### config.mk
export PLATFORM = sky130hd
export DESIGN_NAME = c_escape_decoder
export DESIGN_NICKNAME = d
export VERILOG_FILES = /design/src/design/ced_pkg.sv /design/src/design/c_escape_decoder.sv /design/src/design/ced_decode.sv
export SDC_FILE = /design/constraint.sdc
export NUM_CORES = 1
export LEC_CHECK = 0
export BUFFER_PORTS_ARGS = -buffer_cell sky130_fd_sc_hd__buf_4
export CAP_MARGIN = 25
export CORE_UTILIZATION = 55
export CTS_CLUSTER_SIZE = 40
export DETAILED_ROUTE_END_ITERATION = 12
export PLACE_DENSITY = 0.86
export SLEW_MARGIN = 30
export SYNTH_ARGS = -nofsm -noshare
export SYNTH_HDL_FRONTEND = slang
export SYNTH_HIERARCHICAL = 1
export SYNTH_SLANG_ARGS = --single-unit
### constraint.sdc
create_clock -name clk -period 4.1 [get_ports clk]
set_input_delay 0 -clock clk [delete_from_list [all_inputs] [get_ports clk]]
set_output_delay 0 -clock clk [all_outputs]
set_load 0.01 [all_outputs]
### src/design/ced_pkg.sv
// ----------------------------------------------------------------------------
// ced_pkg
// Types, character codes and lookup functions of the escape decoder.
// ----------------------------------------------------------------------------
`default_nettype none

package ced_pkg;

  localparam int CHAR_W = 16;

  typedef logic [CHAR_W-1:0] char_t;

  typedef enum logic [1:0] {
    MODE_NORMAL     = 2'd0,
    MODE_AFTER_BS   = 2'd1,
    MODE_HEX_FIRST  = 2'd2,
    MODE_HEX_SECOND = 2'd3
  } mode_t;

  localparam char_t CH_BACKSLASH = 16'h005C;
  localparam char_t CH_LOWER_X   = 16'h0078;
  localparam char_t CH_UPPER_X   = 16'h0058;

  // One decoded result beat.
  typedef struct packed {
    logic  char_valid;
    char_t out_char;
    logic  end_of_text;
  } dec_result_t;

  // Lookup of a known escape letter.
  typedef struct packed {
    logic       hit;
    logic [6:0] code;
  } letter_map_t;

  // Hex digit value with a flag for a valid digit.
  typedef struct packed {
    logic       ok;
    logic [3:0] value;
  } hex_digit_t;

  function automatic letter_map_t map_letter(input char_t c);
    letter_map_t m;
    m.hit  = 1'b1;
    m.code = 7'd0;
    case (c)
      16'h0030: m.code = 7'd0;
      16'h006E: m.code = 7'd10;
      16'h0072: m.code = 7'd13;
      16'h0074: m.code = 7'd9;
      16'h0061: m.code = 7'd7;
      16'h0062: m.code = 7'd8;
      16'h0076: m.code = 7'd11;
      16'h0066: m.code = 7'd12;
      16'h0065: m.code = 7'd27;
      16'h005C: m.code = 7'd92;
      16'h0022: m.code = 7'd34;
      16'h003F: m.code = 7'd63;
      16'h0027: m.code = 7'd39;
      default:  m.hit  = 1'b0;
    endcase
    return m;
  endfunction

  function automatic hex_digit_t hex_digit(input char_t c);
    hex_digit_t d;
    d.ok    = 1'b1;
    d.value = 4'd0;
    if (c >= 16'h0030 && c <= 16'h0039) begin
      d.value = c[3:0];
    end else if ((c >= 16'h0061 && c <= 16'h0066) ||
                 (c >= 16'h0041 && c <= 16'h0046)) begin
      // Letters a-f and A-F share their low three bits: 1..6 maps to 10..15.
      d.value = 4'(c[2:0] + 3'd1) + 4'd8;
    end else begin
      d.ok = 1'b0;
    end
    return d;
  endfunction

endpackage

`default_nettype wire

### src/design/c_escape_decoder.sv
// ----------------------------------------------------------------------------
// c_escape_decoder
// Streaming decoder for C-style backslash escapes in 16-bit character text.
// ----------------------------------------------------------------------------
// Each input beat carries one character and a flag that marks the last
// character of a text; each input beat gives exactly one result beat, in
// order, with out_char_valid telling whether out_char holds a decoded
// character and out_end_of_text copying the input's flag. The block takes
// one character per clock while its results are taken: the character is
// captured in an input register when the beat is accepted, decoded by a
// small mode machine, and loaded into an output register when that register
// can load. A full pipe still accepts a new beat in any cycle in which the
// result is taken, and out_ready low stalls only as far as the pipe is full.
`default_nettype none

module c_escape_decoder
  import ced_pkg::*;
(
  input  wire logic   clk,
  input  wire logic   rst_n,
  // Input channel.
  input  wire logic   in_valid,
  output logic        in_ready,
  input  wire char_t  in_char,
  input  wire logic   in_last_of_text,
  // Result channel.
  output logic        out_valid,
  input  wire logic   out_ready,
  output logic        out_char_valid,
  output char_t       out_char,
  output logic        out_end_of_text
);

  // Input register stage.
  logic        s1_valid_r;
  char_t       s1_char_r;
  logic        s1_last_r;

  // Result register stage.
  logic        out_valid_r;
  dec_result_t out_res_r;

  dec_result_t dec_res;
  logic        out_load;
  logic        s1_move;

  // The result register can load when it is empty or its beat leaves now.
  assign out_load = !out_valid_r || out_ready;
  // The captured character is decoded (and the mode advances) when it moves.
  assign s1_move  = s1_valid_r && out_load;
  assign in_ready = !s1_valid_r || out_load;

  ced_decode u_decode (
    .clk     (clk),
    .rst_n   (rst_n),
    .advance (s1_move),
    .in_char (s1_char_r),
    .in_last (s1_last_r),
    .result  (dec_res)
  );

  always_ff @(posedge clk) begin
    if (!rst_n) begin
      s1_valid_r <= 1'b0;
    end else if (in_ready) begin
      s1_valid_r <= in_valid;
    end
  end

  always_ff @(posedge clk) begin
    if (in_ready && in_valid) begin
      s1_char_r <= in_char;
      s1_last_r <= in_last_of_text;
    end
  end

  always_ff @(posedge clk) begin
    if (!rst_n) begin
      out_valid_r <= 1'b0;
    end else if (out_load) begin
      out_valid_r <= s1_valid_r;
    end
  end

  always_ff @(posedge clk) begin
    if (s1_move) begin
      out_res_r <= dec_res;
    end
  end

  assign out_valid       = out_valid_r;
  assign out_char_valid  = out_res_r.char_valid;
  assign out_char        = out_res_r.out_char;
  assign out_end_of_text = out_res_r.end_of_text;

endmodule

`default_nettype wire

### src/design/ced_decode.sv
// ----------------------------------------------------------------------------
// ced_decode
// Escape mode machine: decodes one character per advance and holds the mode.
// ----------------------------------------------------------------------------
`default_nettype none

module ced_decode
  import ced_pkg::*;
(
  input  wire logic        clk,
  input  wire logic        rst_n,
  input  wire logic        advance,
  input  wire char_t       in_char,
  input  wire logic        in_last,
  output dec_result_t      result
);

  mode_t mode_r;
  mode_t mode_nxt;
  mode_t mode_step;
  char_t held_r;
  char_t held_nxt;

  letter_map_t letter;
  hex_digit_t  hi_digit;
  hex_digit_t  lo_digit;

  assign letter   = map_letter(in_char);
  assign hi_digit = hex_digit(held_r);
  assign lo_digit = hex_digit(in_char);

  // Next mode.
  always_comb begin
    mode_step = MODE_NORMAL;
    held_nxt  = held_r;
    case (mode_r)
      MODE_NORMAL: begin
        if (in_char == CH_BACKSLASH) begin
          mode_step = MODE_AFTER_BS;
        end
      end
      MODE_AFTER_BS: begin
        if (!letter.hit && (in_char == CH_LOWER_X || in_char == CH_UPPER_X)) begin
          mode_step = MODE_HEX_FIRST;
        end
      end
      MODE_HEX_FIRST: begin
        if (!in_last) begin
          held_nxt  = in_char;
          mode_step = MODE_HEX_SECOND;
        end
      end
      default: begin
        mode_step = MODE_NORMAL;
      end
    endcase
    // No escape spans two texts.
    mode_nxt = in_last ? MODE_NORMAL : mode_step;
  end

  // Result.
  always_comb begin
    result.char_valid  = 1'b0;
    result.out_char    = '0;
    result.end_of_text = in_last;
    case (mode_r)
      MODE_NORMAL: begin
        if (in_char != CH_BACKSLASH) begin
          result.char_valid = 1'b1;
          result.out_char   = in_char;
        end
      end
      MODE_AFTER_BS: begin
        if (letter.hit) begin
          result.char_valid = 1'b1;
          result.out_char   = {9'd0, letter.code};
        end else if (in_char != CH_LOWER_X && in_char != CH_UPPER_X) begin
          result.char_valid = 1'b1;
          result.out_char   = in_char;
        end
      end
      MODE_HEX_FIRST: begin
        if (in_last && in_char != CH_BACKSLASH) begin
          result.char_valid = 1'b1;
          result.out_char   = in_char;
        end
      end
      default: begin
        result.char_valid = 1'b1;
        if (hi_digit.ok && lo_digit.ok) begin
          result.out_char = {8'd0, hi_digit.value, lo_digit.value};
        end
      end
    endcase
  end

  always_ff @(posedge clk) begin
    if (!rst_n) begin
      mode_r <= MODE_NORMAL;
      held_r <= '0;
    end else if (advance) begin
      mode_r <= mode_nxt;
      held_r <= held_nxt;
    end
  end

endmodule

`default_nettype wire

# After elaboration in Yosys (flattened, before gate mapping)
# Cells that the tools add are included.
[classes]
add_sub_neg = 4
magnitude_cmp = 12
eq_ne = 20
muxes = 20
n_bitwise = 1
reduce_logical = 23
[ops]
columns = ["operator", "n"]
rows = [
  ["16-bit by 7-bit == test with 1-bit output, second input constant", 11],
  ["7-bit one-hot mux with 12 select lines", 1],
  ["17-bit 2-to-1 mux", 4],
  ["16-bit by 6-bit == test with 1-bit output, second input constant", 4],
  ["16-bit by 7-bit >= comparator with 1-bit output, second input constant", 4],
  ["16-bit by 7-bit <= comparator with 1-bit output, second input constant", 4],
  ["17-bit one-hot mux with 3 select lines", 1],
  ["16-bit by 7-bit inequality test with 1-bit output, second input constant", 3],
  ["16-bit by 6-bit >= comparator with 1-bit output, second input constant", 2],
  ["16-bit by 6-bit <= comparator with 1-bit output, second input constant", 2],
  ["4-bit 2-to-1 mux", 4],
  ["13-bit OR reduction", 1],
  ["1-bit logical AND", 12],
  ["3-bit by 1-bit adder with 4-bit output, second input constant", 2],
  ["4-bit adder, second input constant", 2],
  ["8-bit 2-to-1 mux", 1],
  ["1-bit 2-to-1 mux", 6],
  ["2-bit one-hot mux with 3 select lines", 1],
  ["1-bit logical OR", 5],
  ["2-bit 2-to-1 mux", 2],
  ["1-bit zero test", 3],
  ["3-bit AND reduction", 1],
  ["2-bit by 1-bit == test with 1-bit output, second input constant", 1],
  ["2-bit == test, second input constant", 1],
  ["2 further kinds", 2],
]
[totals]
reg_bits = 55
in_bits = 21
output_inout_bits = 20
word_cells = 89

# Logic depth before layout (Yosys ltp)
[depth]
depth_word = 8
ltp_mapped = 11
depth_no_buf = 9

# Cells and area by module
# The synthesis kept the hierarchy.
[by_module_without_submodules]
columns = ["module", "instances", "cells_per_inst", "area_each_um2", "seq_area_each_um2"]
rows = [
  ["ced_decode", 1, 242, 1735.4, 360.3],
  ["c_escape_decoder", 1, 44, 1154.9, 1091.0],
]

# Worst setup path before layout
# OpenSTA, ideal clock, no wires.
[synth_path]
path_kind = "flip-flop to flip-flop"
startpoint = "reg out_valid_r, in the netlist out_valid"
endpoint = "reg u_decode.held_r[5]"
setup_time_ns = 0.076
arrival_time_ns = 2.597
required_time_ns = 4.024
path_slack_ns = 1.428
path_stages_with_launch = 9
path_buffers = 2
period_less_slack_ns = 2.672
path_cell_list = "dfxtp_1 -> nor2b_4 -> nor2b_1 -> nor3b_1 -> and2_1 -> clkbuf_1 -> clkbuf_1 -> nand2_1 -> a21boi_0"
[synth_via]
elab_chain_cells = 4
[synth_rtl]
columns = ["element", "line", "source"]
rows = [
  ["start: declaration", "c_escape_decoder.sv:40", "logic out_valid_r;"],
  ["start signal: assignment", "c_escape_decoder.sv:81", "out_valid_r <= s1_valid_r;"],
  ["1-bit zero test", "c_escape_decoder.sv:48", "assign out_load = !out_valid_r || out_ready;"],
  ["1-bit logical OR", "c_escape_decoder.sv:48", ""],
  ["1-bit logical AND", "c_escape_decoder.sv:50", "assign s1_move = s1_valid_r && out_load;"],
  ["via s1_move", "c_escape_decoder.sv:45", "logic s1_move;"],
  ["3-bit AND reduction (no source line)", "n/a", ""],
  ["end signal: assignment", "ced_decode.sv:103", "held_r <= held_nxt;"],
  ["end: declaration", "ced_decode.sv:21", "char_t held_r;"],
]
# The timed path passes the listed nets, and every way through them passes these cells.
# A chain may end at the register's enable or synchronous reset.

==> results.md <==
GRT
• 0 — initial antenna violation count
• 23.83% — global routing usage summed across all routing layers
• 0 — remaining global-route overflow
• 2,158 — vias in the first global route
• 9.915 mm — first-pass GRT wire length
• 25 — maximum number of pins on one net before global-route repair

Worst setup path
• flip-flop — Setup crit start kind
• out_char[0] — worst reg2reg path endpoint
• 11 — biggest fanout along the worst timing path
• 7 — depth of the worst register-to-register path
• 0 — critical path buffer and inverter count
• sky130_fd_sc_hd__o21ai_1 — Crit path top cell by count
• flip-flop — critical path endpoint category
• 0.59 ns — largest stage delay on the critical path
• compound AO/OA/AOI/OAI gates — cell family with the largest share of critical-path delay
• 4.15 ns — WP data required
• s1_char_r[11] — startpoint of the most critical register-to-register path
• s1_char_r[11] — critical path launch point
• sky130_fd_sc_hd__or4_4 — highest-delay cell along the critical path
• reg -> reg — critical path type
• or4_4, nor3_4, a21boi_1, o21ai_1, a31o_1, o21ai_1, o211ai_1 — Critical Path, Cell by Cell
• 7 — total stage count of the critical path
• out_char[0] — Critical Path Sink
• 2.88 ns — Arr. time, crit path
• 1.27 ns — register-to-register setup slack

Logic synthesis
• 286 — Post-Syn Instances
• 59 — Distinct cells, synth
• 0% — proportion of register bits with asynchronous set or reset after synthesis
• 10.11 um2 — Synth Area per Inst
• 1.212% — XOR/XNOR Fraction of Synth Area
• 55 — synthesis-stage register bit count
• simple AND/OR/NAND/NOR gates — largest family of logic cells by synthesized area
• 35 — number of enable-type register cells in the synthesized netlist
• 2890 um2 — Synth Cell Area
• sky130_fd_sc_hd__edfxtp_1 — flip-flop cell with the highest count after synthesis
• 50.22% — sequential area share after synthesis
• 0.3896% — fraction of synthesized area in multiplexers
• 6 — warning count from the yosys run
• 315 — number of nets produced by synthesis
• 19.18% — complex-gate fraction of the synthesized area
• 21.73% — area fraction in and, or, nand and nor cells after synthesis
• 3.463% — synthesized-area fraction occupied by adder cells

Placement
• 4.383 mm — total half-perimeter wirelength after legalization and detailed placement
• 381 — number of placed instances with taps included
• 0.9064 — final RePlAce weighted congestion
• 40 — input/output buffers

STA
• 49.08% — worst slew slack as a fraction of its limit
• 352.8 MHz — Highest Clock Rate
• 0 — max-slew violation total from the final report
• 0 ns — Fin Setup TNS
• 0.7637 ns — actual transition at the worst max-transition pin
• 0.01225 ns — Setup Skew
• 69.13% — post-route clock period utilization
• 0 — Hold Fails Final Rpt
• false — setup repair after global routing missed its margin
• 0 — number of endpoints failing setup at the final stage
• 2.834 ns — final worst path period need

CTS
• 0 — Post-CTS Repair Setup Buffers
• 5 — total CTS buffers
• 0.10 ns — clock slew at reported path FFs
• sky130_fd_sc_hd__clkbuf_8 — library cell used as clock root buffer
• built — CTS tree
• 55 — clk sink count
• 0.32 ns — Skew-Pair Late Insertion Delay
• 2 — deepest level of the CTS H-tree
• 2 — maximum root-to-sink buffer count

Cells and area
• 68.69% — final core occ
• 406 — filler instances
• 20.61% — layout overhead on the synthesized area
• 1451 um2 — register cell area after layout
• 0 — number of antenna cells inserted
• 1329 um2 — area used by multi-input combinational logic
• 17.80% — share of cells above drive strength 1
• 407 — final instance count without filler cells
• 365 — nets

Floorplanning
• 5075 um2 — core outline area
• 26 — row count
• 56.95% — starting utilization of the core area
• 41 — Boundary Pins
• 74.49 um — Die Y-Extent
• 74.49 um — die outline width
• 5549 um2 — full die area

Drt
• 173 — Initial DRC Count
• 15.43 um — per-cell routed wire length
• 5 — Initial DRT Pass Iterations
• 6.278 mm — sum of routed wire length over all layers
• 0 — number of nets with antenna violations after detailed routing
• 2,345 — vias post-DR
• 5.762 — via density per instance
• 0 — number of remaining DRC errors

Hold path
• in -> reg — worst min-delay path class

Power and ir drop
• 297.2 nW/um2 — ratio of total power to cell area
• 0.0002124 V — largest voltage drop on the vdd net
• 0.001272 uW — Leak Pwr

Flow run
• 0 — max-cap violation count

Run status
• finished clean — status

## area by class of cell
cell class / count / share of cell area (%)
multi-input combinational: 205 / 38.12
tap: 70 / 2.513
clock buffer: 6 / 2.082
inverter: 9 / 0.9691
clock inverter: 2 / 0.4666
timing repair buffer: 60 / 14.21
sequential: 55 / 41.64
## through the flow
stage / total power, uW / hold WS [ns] / setup slack (ns) / instance area (um2)
after floorplan: 689.0 / 0.09887 / 1.428 / 2890
after global placement: 729.0 / 0.1780 / 1.424 / 3217
after detailed placement: 731.5 / 0.1794 / 1.390 / 3217
after CTS: 1039 / 0.002533 / 1.367 / 3486
after global routing: 1070 / 0.01082 / 1.124 / 3486
final: 1036 / 0.009220 / 1.266 / 3486
## power breakdown
| part | internal (uW) | switching, uW |
|---|---|---|
| Sequential | 610 | 23.9 |
| Combinational | 55.6 | 43.9 |
| Clock | 123 | 179 |
## sequential cells by signal, summed over array words and instances (netlist names)
name,flops
out_char,16
u_decode/held_r,16
out_end_of_text,1
s1_valid_r,1
out_valid,1
s1_char_r,16
u_decode/mode_r,2
out_char_valid,1
s1_last_r,1
## how the worst min path moves through the flow
stage                     startpoint            to  slack, ns  cells past startpoint
final                      out_ready    s1_valid_r      0.009                      3
after global routing       out_ready    s1_valid_r       0.01                      3
after CTS                  out_ready    s1_valid_r      0.003                      3
after detailed placement  in_char[5]  s1_char_r[5]       0.18                      1
after global placement    in_char[3]  s1_char_r[3]       0.18                      1
after floorplan           in_char[0]  s1_char_r[0]        0.1                      0
## cells in the final DEF (no fill, tap or decap), drive strengths merged, types with 2 or more instances in the layout
cell type	netlist	layout
nand2	48	48
buf	3	42
edfxtp	35	35
dfxtp	20	20
a21boi	20	20
dlygate4sd3	0	18
o21ai	17	17
and2	11	11
inv	9	10
nor2b	9	9
nor2	9	9
ha	8	8
a21oi	7	7
o211ai	7	7
clkbuf	14	6
nand3	6	6
and3	5	5
nor3b	4	4
or4	4	4
a31oi	4	4
o21bai	3	3
nand4	3	3
a21o	3	3
nor3	3	3
o21a	2	2
a32oi	2	2
nand4b	2	2
xor2	2	2
xnor2	2	2
and4	2	2
or4b	2	2
a311oi	2	2
nand2b	2	2
a31o	2	2
## logic make-up (layout without fill, tap and decap cells)
| logic type | after synthesis | in the layout |
|---|---|---|
| XOR/XNOR | 4 | 4 |
| flip-flops | 55 | 55 |
| multiplexers | 1 | 1 |
| buffers and inverters | 26 | 77 |
| AND/OR/NAND/NOR | 113 | 113 |
| AO/OA/AOI/OAI | 79 | 79 |
| adder cells (fa/ha/maj) | 8 | 8 |
## synth_stat cells (all sizes together), types with 3 or more instances
cell | count | area share [%]
edfxtp | 35 | 36
nor3 | 3 | 0.91
a21oi | 7 | 1.2
o211ai | 7 | 1.8
a21boi | 20 | 5.2
o21bai | 3 | 0.78
buf | 3 | 0.82
a31oi | 4 | 1.1
o21ai | 17 | 3.1
nand3 | 6 | 1.2
nor2 | 9 | 1.3
nand4 | 3 | 0.65
or4 | 4 | 1.2
dfxtp | 20 | 14
inv | 9 | 1.2
nor2b | 9 | 2.2
clkbuf | 14 | 1.8
a21o | 3 | 0.78
ha | 8 | 3.5
nand2 | 48 | 6.2
and3 | 5 | 1.1
and2 | 11 | 2.4
nor3b | 4 | 1.0
## tightest hold or removal path: stages
cell,delay [ns]
sky130_fd_sc_hd__buf_4,0.10
sky130_fd_sc_hd__nand3b_4,0.12
sky130_fd_sc_hd__a21boi_1,0.06
## metal layers
layer / global-route usage [%] / up-vias / share of wire, %
met4: 8.805 / 0 / 1.0
met5: 0 / - / 0
met3: 4.336 / 6 / 5.8
met2: 38.54 / 107 / 50
li1: - / 1139 / -
met1: 32.08 / 1093 / 43
## what timing repair did
item / 4_1_cts / 5_1_grt
hold endpoints to repair: 18 / 0
hold buffers: 18 / 0
resized for setup: 0 / 0
Power figures use the tool's default switching activity.
